### config.mk
export PLATFORM = sky130hd
export DESIGN_NAME = button_debounce_hold_events
export DESIGN_NICKNAME = d
export VERILOG_FILES = /design/src/design/bdhe_pkg.sv /design/src/design/button_debounce_hold_events.sv
export SDC_FILE = /design/constraint.sdc
export NUM_CORES = 1
export LEC_CHECK = 0
export BUFFER_PORTS_ARGS = -buffer_cell sky130_fd_sc_hd__buf_2
export CORE_MARGIN = 1
export CORE_UTILIZATION = 38
export CTS_CLUSTER_SIZE = 25
export DETAILED_ROUTE_END_ITERATION = 7
export PLACE_DENSITY = 0.54
export SYNTH_ARGS = -nofsm -noshare
export SYNTH_HDL_FRONTEND = slang
export SYNTH_SLANG_ARGS = --single-unit
### constraint.sdc
create_clock -name clk -period 3.89 [get_ports clk]
set_clock_uncertainty 0.15 [all_clocks]
set_input_delay 0.1945 -clock clk [delete_from_list [all_inputs] [get_ports clk]]
set_output_delay 0.1945 -clock clk [all_outputs]
set_load 0.1 [all_outputs]
### src/design/bdhe_pkg.sv
// ----------------------------------------------------------------------------
// bdhe_pkg
// Shared types and constants for the button debounce and hold event block.
// ----------------------------------------------------------------------------
package bdhe_pkg;

  localparam int THR_W   = 16;
  localparam int CFG_IDX_W = 4;

  typedef logic [THR_W-1:0]     thr_t;
  typedef logic [CFG_IDX_W-1:0] cfg_idx_t;
  typedef logic [2:0]           pressed_t;
  typedef logic [1:0]           btn_t;

  typedef enum logic {
    KIND_TICK = 1'b0,
    KIND_READ = 1'b1
  } kind_t;

  typedef enum logic [2:0] {
    EV_NONE         = 3'd0,
    EV_DOWN         = 3'd1,
    EV_RELEASE      = 3'd2,
    EV_HOLD         = 3'd3,
    EV_HOLD_RELEASE = 3'd4
  } ev_t;

  localparam cfg_idx_t CFG_DOWN_TICKS = CFG_IDX_W'(0);
  localparam cfg_idx_t CFG_HOLD_TICKS = CFG_IDX_W'(1);

  localparam thr_t DOWN_TICKS_RST = THR_W'(5);
  localparam thr_t HOLD_TICKS_RST = THR_W'(100);

endpackage

### src/design/button_debounce_hold_events.sv
// ----------------------------------------------------------------------------
// button_debounce_hold_events
// Debounces push buttons and reports down, release, hold and hold-release
// events through a single pending event slot.
//
// Input channel (in_valid / in_stall): each transfer is either a sample tick
// (in_kind = tick) carrying the pushed bits in in_pressed, or a read that
// returns the pending event and clears it. Ticks give no result.
// Result channel (out_valid / out_stall): one transfer per read, with
// out_event_type and out_event_button.
// Configuration (cfg_valid / cfg_ready): index 0 down_ticks, 1 hold_ticks;
// cfg_ready is always high, other indexes are ignored.
// A read passes the stage register and then the result register.
// Throughput: one item per cycle; the single stage register feeds the
// counter and event logic, and the result register parts the two sides.
// The stage stalls only when it holds a read while a result waits stalled.
// Reset clears counters, the pending slot and both valid flags, and loads
// the threshold defaults 5 and 100.
// ----------------------------------------------------------------------------
module button_debounce_hold_events #(
  parameter int NUM_BUTTONS = 3,
  parameter int COUNT_WIDTH = 16
) (
  input  logic                clk,
  input  logic                rst_n,
  input  logic                in_valid,
  output logic                in_stall,
  input  bdhe_pkg::kind_t     in_kind,
  input  bdhe_pkg::pressed_t  in_pressed,
  output logic                out_valid,
  input  logic                out_stall,
  output bdhe_pkg::ev_t       out_event_type,
  output bdhe_pkg::btn_t      out_event_button,
  input  logic                cfg_valid,
  output logic                cfg_ready,
  input  bdhe_pkg::cfg_idx_t  cfg_index,
  input  bdhe_pkg::thr_t      cfg_data
);
  import bdhe_pkg::*;

  localparam int CMP_W = (COUNT_WIDTH > THR_W) ? COUNT_WIDTH : THR_W;
  localparam int PW    = (NUM_BUTTONS > 3) ? NUM_BUTTONS : 3;

  typedef logic [COUNT_WIDTH-1:0] cnt_t;

  thr_t     down_ticks_r, hold_ticks_r;
  cnt_t     cnt_r   [NUM_BUTTONS];
  cnt_t     cnt_nxt [NUM_BUTTONS];
  ev_t      pend_type_r, pend_type_nxt;
  btn_t     pend_btn_r, pend_btn_nxt;

  logic     stg_valid_r, stg_valid_nxt;
  kind_t    stg_kind_r;
  pressed_t stg_pressed_r;
  logic     stg_fire, in_xfer, out_load;
  logic     out_valid_r, out_valid_nxt;
  ev_t      out_type_r;
  btn_t     out_btn_r;
  logic [PW-1:0] pushed;

  assign cfg_ready = 1'b1;

  assign stg_fire = stg_valid_r &&
                    !((stg_kind_r == KIND_READ) && out_valid_r && out_stall);
  assign in_stall = stg_valid_r && !stg_fire;
  assign in_xfer  = in_valid && !in_stall;
  assign out_load = stg_fire && (stg_kind_r == KIND_READ);

  assign stg_valid_nxt = in_xfer ? 1'b1 : (stg_fire ? 1'b0 : stg_valid_r);
  assign out_valid_nxt = out_load || (out_valid_r && out_stall);

  assign pushed = PW'(stg_pressed_r);

  // per-button counting, ascending order so higher buttons win the slot
  always_comb begin
    cnt_nxt       = cnt_r;
    pend_type_nxt = pend_type_r;
    pend_btn_nxt  = pend_btn_r;
    if (stg_fire) begin
      if (stg_kind_r == KIND_TICK) begin
        for (int b = 0; b < NUM_BUTTONS; b++) begin
          if (pushed[b]) begin
            if (cnt_r[b] != '1) begin
              cnt_nxt[b] = cnt_r[b] + COUNT_WIDTH'(1);
              if (CMP_W'(cnt_r[b] + COUNT_WIDTH'(1)) == CMP_W'(hold_ticks_r)) begin
                pend_type_nxt = EV_HOLD;
                pend_btn_nxt  = 2'(b);
              end else if (CMP_W'(cnt_r[b] + COUNT_WIDTH'(1)) == CMP_W'(down_ticks_r)) begin
                pend_type_nxt = EV_DOWN;
                pend_btn_nxt  = 2'(b);
              end
            end
          end else begin
            if (CMP_W'(cnt_r[b]) > CMP_W'(hold_ticks_r)) begin
              pend_type_nxt = EV_HOLD_RELEASE;
              pend_btn_nxt  = 2'(b);
            end else if (CMP_W'(cnt_r[b]) > CMP_W'(down_ticks_r)) begin
              pend_type_nxt = EV_RELEASE;
              pend_btn_nxt  = 2'(b);
            end
            cnt_nxt[b] = '0;
          end
        end
      end else begin
        pend_type_nxt = EV_NONE;
        pend_btn_nxt  = '0;
      end
    end
  end

  always_ff @(posedge clk) begin
    if (!rst_n) begin
      down_ticks_r <= DOWN_TICKS_RST;
      hold_ticks_r <= HOLD_TICKS_RST;
      for (int b = 0; b < NUM_BUTTONS; b++) cnt_r[b] <= '0;
      pend_type_r  <= EV_NONE;
      pend_btn_r   <= '0;
      stg_valid_r  <= 1'b0;
      out_valid_r  <= 1'b0;
    end else begin
      if (cfg_valid && cfg_ready) begin
        if (cfg_index == CFG_DOWN_TICKS) down_ticks_r <= cfg_data;
        if (cfg_index == CFG_HOLD_TICKS) hold_ticks_r <= cfg_data;
      end
      cnt_r       <= cnt_nxt;
      pend_type_r <= pend_type_nxt;
      pend_btn_r  <= pend_btn_nxt;
      stg_valid_r <= stg_valid_nxt;
      out_valid_r <= out_valid_nxt;
    end
  end

  // payload registers
  always_ff @(posedge clk) begin
    if (in_xfer) begin
      stg_kind_r    <= in_kind;
      stg_pressed_r <= in_pressed;
    end
    if (out_load) begin
      out_type_r <= pend_type_r;
      out_btn_r  <= (pend_type_r == EV_NONE) ? '0 : pend_btn_r;
    end
  end

  assign out_valid        = out_valid_r;
  assign out_event_type   = out_type_r;
  assign out_event_button = out_btn_r;

endmodule

### Word level (Yosys, flattened, before mapping)

Cells that the tools add are included.

* bits in registers: 96
* latch bits: 0
* bits in writable memories: 0
* ROM bits: 0
* input port bits: 29
* output and inout port bits: 8
* logic and storage cells: 101
* memories kept: 0

* add/sub/neg operators: 3
* multipliers: 0
* divide/modulo/power cells: 0
* magnitude comparators: 6
* eq/ne operators: 13
* shift-type cells: 0
* muxes and demuxes: 46
* bitwise gates (word level): 1
* reduce and logical (&&, ||, !) cells: 19

Operator list (number)
* 16-bit equality test: 6
* 16-bit greater-than comparator: 6
* 16-bit two-way mux: 6
* 3-bit two-way mux: 19
* 16-bit by 1-bit adder with 16-bit output (second input constant): 3
* 16-bit != test (second input constant): 3
* 2-bit two-way mux: 19
* 3-bit AND reduction: 3
* 1-bit logical AND: 7
* 2-bit by 1-bit != test with 1-bit output (second input constant): 3
* 4-bit by 1-bit equality test with 1-bit output (second input constant): 1
* 4-bit logical NOT: 1
* 2-bit AND reduction: 2
* 1-bit logical NOT: 3
* 3-bit logical NOT: 1
* 1-bit two-way mux: 2
* 2-bit nonzero test: 1
* 1-bit logical OR: 1
* 1-bit NOT: 1

### Logic depth before layout (Yosys ltp)

* depth in word-level cells: 15
* mapped depth: 12
* mapped depth without buffers: 11

### Worst setup path after synthesis

Ideal clock, no wire load.

* kind: reg2reg
* from: register out_valid_r, in the netlist out_valid
* to: register stg_pressed_r[0], in the netlist pushed[0] (enable)
* library setup time: 0.352 ns
* data arrival time: 2.763 ns
* data required time: 3.388 ns
* slack: 0.625 ns
* stages on the path, launching flop included: 4
* path buffers: 0
* period minus slack after synthesis: 3.265 ns
* path through: dfxtp_1 -> nand3_1 -> nor2_1 -> nor2b_1

* word-level cells in the longest chain between the ends: 8

RTL lines
* from (decl): line button_debounce_hold_events.sv:56 `logic out_valid_r, out_valid_nxt;`
* from (signal assigned): line button_debounce_hold_events.sv:129 `out_valid_r <= out_valid_nxt;`
* 1-bit logical AND (2 in a row): line button_debounce_hold_events.sv:64 `!((stg_kind_r == KIND_READ) && out_valid_r && out_stall);`
* 1-bit logical NOT: line button_debounce_hold_events.sv:64
* 1-bit logical AND: line button_debounce_hold_events.sv:63 `assign stg_fire = stg_valid_r &&`
* 1-bit logical NOT: line button_debounce_hold_events.sv:65 `assign in_stall = stg_valid_r && !stg_fire;`
* 1-bit logical AND: line button_debounce_hold_events.sv:65
* via in_stall: line button_debounce_hold_events.sv:27 `output logic in_stall,`
* 1-bit logical NOT: line button_debounce_hold_events.sv:66 `assign in_xfer = in_valid && !in_stall;`
* 1-bit logical AND: line button_debounce_hold_events.sv:66
* via in_xfer: line button_debounce_hold_events.sv:55 `logic stg_fire, in_xfer, out_load;`
* to (signal assigned): line button_debounce_hold_events.sv:137 `stg_pressed_r <= in_pressed;`
* to (decl): line button_debounce_hold_events.sv:54 `pressed_t stg_pressed_r;`

The timed path passes the listed nets, and every way through them passes these cells.
A chain may end at the register's enable or synchronous reset.

### Worst setup path in the final report

* from: register cnt_r[2] (netlist bit)
* to: register pend_btn_r[1]

* word-level cells in the longest chain between the ends: 7
* elaborated cells on any way between the ends: 13
* classes of those cells: 1 x add/sub; 2 x order compare; 3 x eq/ne; 7 x mux

RTL lines
* from (decl): line button_debounce_hold_events.sv:47 `cnt_t cnt_r [NUM_BUTTONS];`
* from (signal assigned): line button_debounce_hold_events.sv:125 `cnt_r <= cnt_nxt;`
* 16-bit by 1-bit adder with 16-bit output: line button_debounce_hold_events.sv:85, button_debounce_hold_events.sv:88
* 16-bit equality test: line button_debounce_hold_events.sv:88 `end else if (CMP_W'(cnt_r[b] + COUNT_WIDTH'(1)) == CMP_W'(down_ticks_r)) begin`
* 2-bit two-way mux: line button_debounce_hold_events.sv:88
* 2-bit two-way mux: line button_debounce_hold_events.sv:85 `if (CMP_W'(cnt_r[b] + COUNT_WIDTH'(1)) == CMP_W'(hold_ticks_r)) begin`
* 2-bit two-way mux: line button_debounce_hold_events.sv:83 `if (cnt_r[b] != '1) begin`
* 2-bit two-way mux (*): line button_debounce_hold_events.sv:82 `if (pushed[b]) begin`
* 2-bit two-way mux (*): line button_debounce_hold_events.sv:80 `if (stg_kind_r == KIND_TICK) begin`
* to (signal assigned): line button_debounce_hold_events.sv:127 `pend_btn_r <= pend_btn_nxt;`
* to (decl): line button_debounce_hold_events.sv:50 `btn_t pend_btn_r, pend_btn_nxt;`

Every way passes the cells marked *; elsewhere a longest branch is shown, timed or not.

==> flow_summary_export.csv <==
group,metric,value,unit
worst_setup_path,cp-start-kind,"register",
worst_setup_path,cp_cell_sequence,"nand3_1 -> nor4_1 -> xnor3_1 -> o2111ai_1 -> nor4_1 -> o2bb2a_1 -> o21a_1 -> o311a_1 -> a2111oi_2",
drt,via_per_inst,5.917,
finish,syn2layout_area_growth,13.04,%
sta,worst_pin_slew,0.9545,ns
power_and_ir_drop,ir_drop,0.1567,mV
worst_setup_path,worstSetupPathType,"reg2reg",
place,pre_cts_slack,0.4708,ns
clock_network,numCtsBuffers,9,
finish,drive_above_1_share,10.95,%
drt,drc,0,
place,place.gp.congestion,1.005,
clock_network,htree_levels,3,
sta,hold_violations,0,
die,dieArea,0.02545,mm²
hold_path,holdPathStages,2,
finish,antenna_cells,0,
synth,syn_nets,1375,
worst_setup_path,slowest_delay,0.76,ns
clock_network,cts_hold_buf,22,
hold_path,hp-class,"in2reg",
sta,setup_viol,0,
synth,synth_top_area_cell,"dfxtp_1",
sta,relSlewSlack,36.37,%
worst_setup_path,cp-end-kind,"register",
synth,synth_top_area_share,18.47,%
clock_network,ctsResizeCount,0,
sta,setup_tns,0,ns
die,die_w,159.5,µm
grt,grt-ovfl-total,0,
synth,synth-edff-count,9,
outcome,outcome,"complete, no violations",
synth,seq_area_frac_synth,21.33,%
synth,ys_ff_latch,96,
grt,grt_pass1_vias,9058,
power_and_ir_drop,power.density,208.7,mW/mm²
hold_path,worstHoldStart,"rst_n",
sta,whs,0.07716,ns
clock_network,cts_buffer_depth,2,
synth,synth_top_flop_cell,"dfxtp_1",
grt,track_usage,28.74,%
worst_setup_path,reg2regPathDepth,9,
grt,antenna_found_initial,1,
worst_setup_path,cp_max_fo,11,
finish,nets,1420,
power_and_ir_drop,power.leakage,4.313,nW
clock_network,root_buffer,"clkbuf_16",
worst_setup_path,critical-path-slowest-cell,"nor4_1",
die,die_y,159.5,µm
drt,ant_nets,0,
power_and_ir_drop,power,0.002225,W
synth,netlist_area,0.009432,mm²
die,core_area,0.02432,mm²
die,ioPinCount,37,
die,rows,57,
clock_network,path_clk_slew,0.08,ns
hold_path,min_to,"down_ticks_r[0]",
synth,synthCells,1247,
run,cap_violations,0,
worst_setup_path,cp.arrival,3.63,ns
drt,dr_total_vias,9592,
synth,yosysUniqueCellTypes,82,
clock_network,post_cts_buffers,0,
place,io_buffers,35,
drt,wirelength,36420,µm
worst_setup_path,rrSetupSlack,0.37,ns
sta,finalCritPeriodShare,90.48,%
grt,grt_pass1_wl,55140,µm
drt,drt_iter0_markers,870,
drt,wl_per_cell,22.47,µm
clock_network,clock_latency,0.37,ns
sta,final-max-slew-violation-count,0,
synth,avgSynthCellArea,7.563,µm²
clock_network,cts_num_sinks,96,
clock_network,cts_tree,"done",
worst_setup_path,r2r-start,"cnt_r[2]",
sta,rsz0062_at_grt,"no",
sta,fmax,284.1,MHz
worst_setup_path,rr_endpoint,"pend_btn_r[1]",
sta,post-route-min-period,3.520,ns
grt,grt_max_degree,48,
place,place_hpwl,28240,µm
synth,yosysWarnings,0,
die,start_util,38.78,%
worst_setup_path,crit_required,4.00,ns
sta,fin_ws,0.3704,ns
synth,synth_commonest_cells,"nand2_1 (158), a21oi_1 (120), ha_1 (99)",
worst_setup_path,timing.critical_path.mode_cell,"nor4_1",
drt,dr.pass1.iters,5,
synth,synth_area_leaders,"dfxtp_1 (18%), ha_1 (13%), a21oi_1 (6.4%)",
synth,ys_async_sr_fraction,0,%
synth,post-synth-top-count-cell,"nand2_1",
==> area by class of cell <==
class	instances	area (µm²)
clock inverters	6	55.05
clock buffers	10	239.0
well taps	324	405.4
inverters	56	210.2
flip-flops and latches	96	2012
repair buffers	123	890.9
multi-input cells	1006	6849
fillers	2489	13660
==> cells by family after synthesis <==
kind of cell    after synthesis  share of synthesized area [%]
fa+ha+maj                   100                          13.24
compound gates              299                          20.22
other cells                   1                        0.03976
mux                           5                         0.5572
flops                        96                          21.33
xor+xnor                    102                          11.51
buf+inv                     145                          6.116
simple gates                499                          26.98
==> worst max-delay path by stage <==
stage	start	endpoint	cells past startpoint
4_1_cts	cnt_r[2]	pend_btn_r[1]	10
5_1_grt	cnt_r[2]	pend_btn_r[1]	9
3_3_place_gp	cnt_r[33]	pend_type_r[2]	9
2_1_floorplan	out_valid	pushed[0]	3
3_5_place_dp	cnt_r[2]	pend_btn_r[1]	10
6_report	cnt_r[2]	pend_btn_r[1]	9
==> critical path: cells and delay by family, from the launching register on <==
kind             cells  cell delay (ns)
AND/OR/NAND/NOR      3             1.47
AO/OA/AOI/OAI        5             1.01
XOR/XNOR             1             0.24
flip-flops           1             0.56
==> cell usage in the layout, fill, tap and decap left out, types with 5 or more instances in the layout <==
cell type and count:
nand2_1 158, a21oi_1 120, ha_1 99, dfxtp_1 87, nor2_1 86, buf_4 66, xnor2_1 59, inv_1 55
nor3_1 54, o21ai_0 53, nand4_1 42, nand3_1 36, buf_2 35, xor2_1 29, dlygate4sd3_1 22, nor2b_1 21
nand2b_1 17, o211ai_1 16, xnor3_1 14, o21a_1 14, nor4_1 13, and3_1 11, a21boi_0 10, and4_1 9
clkbuf_16 9, edfxtp_1 9, a31oi_1 8, a21o_1 7, or3_1 7, or4_1 6, nor3b_1 6, o2111ai_1 5
o31ai_1 5, nand4b_1 5, a2111oi_0 5, and2_1 5
==> registers in the layout, summed over array words and instances (netlist names), 2 cells and up <==
signal	flops
out_event_type	3
pushed	3
down_ticks_r	16
pend_type_r	3
pend_btn_r	2
cnt_r	48
hold_ticks_r	16
out_event_button	2
==> routing by layer <==
| metal | global-route usage [%] | routed length [µm] | vias up |
|---|---|---|---|
| met3 | 4.220 | 2376 | 98 |
| met4 | 13.46 | 1714 | 0 |
| met2 | 45.26 | 16240 | 371 |
| met1 | 38.57 | 16090 | 4534 |
| li1 | - | - | 4589 |
| met5 | 0 | 0 | - |
==> power breakdown <==
group          leakage (nW)  switching [W]  internal (W)
sequential            0.788      0.0000121       0.00101
clock                 0.148       0.000478      0.000469
combinational          3.38       0.000168     0.0000912
==> per-stage QoR <==
| stage | instance area [µm²] | utilization [%] | cells |
|---|---|---|---|
| after detailed placement | 10150 | 41.72 | 1583 |
| after CTS | 10660 | 43.84 | 1621 |
| after floorplan | 9432 | - | 1247 |
| after global placement | 10150 | 41.72 | 1583 |
| final | 10660 | 43.84 | 1621 |
| after global routing | 10660 | 43.84 | 1621 |
Note: power is estimated with default switching activity, not from simulation.
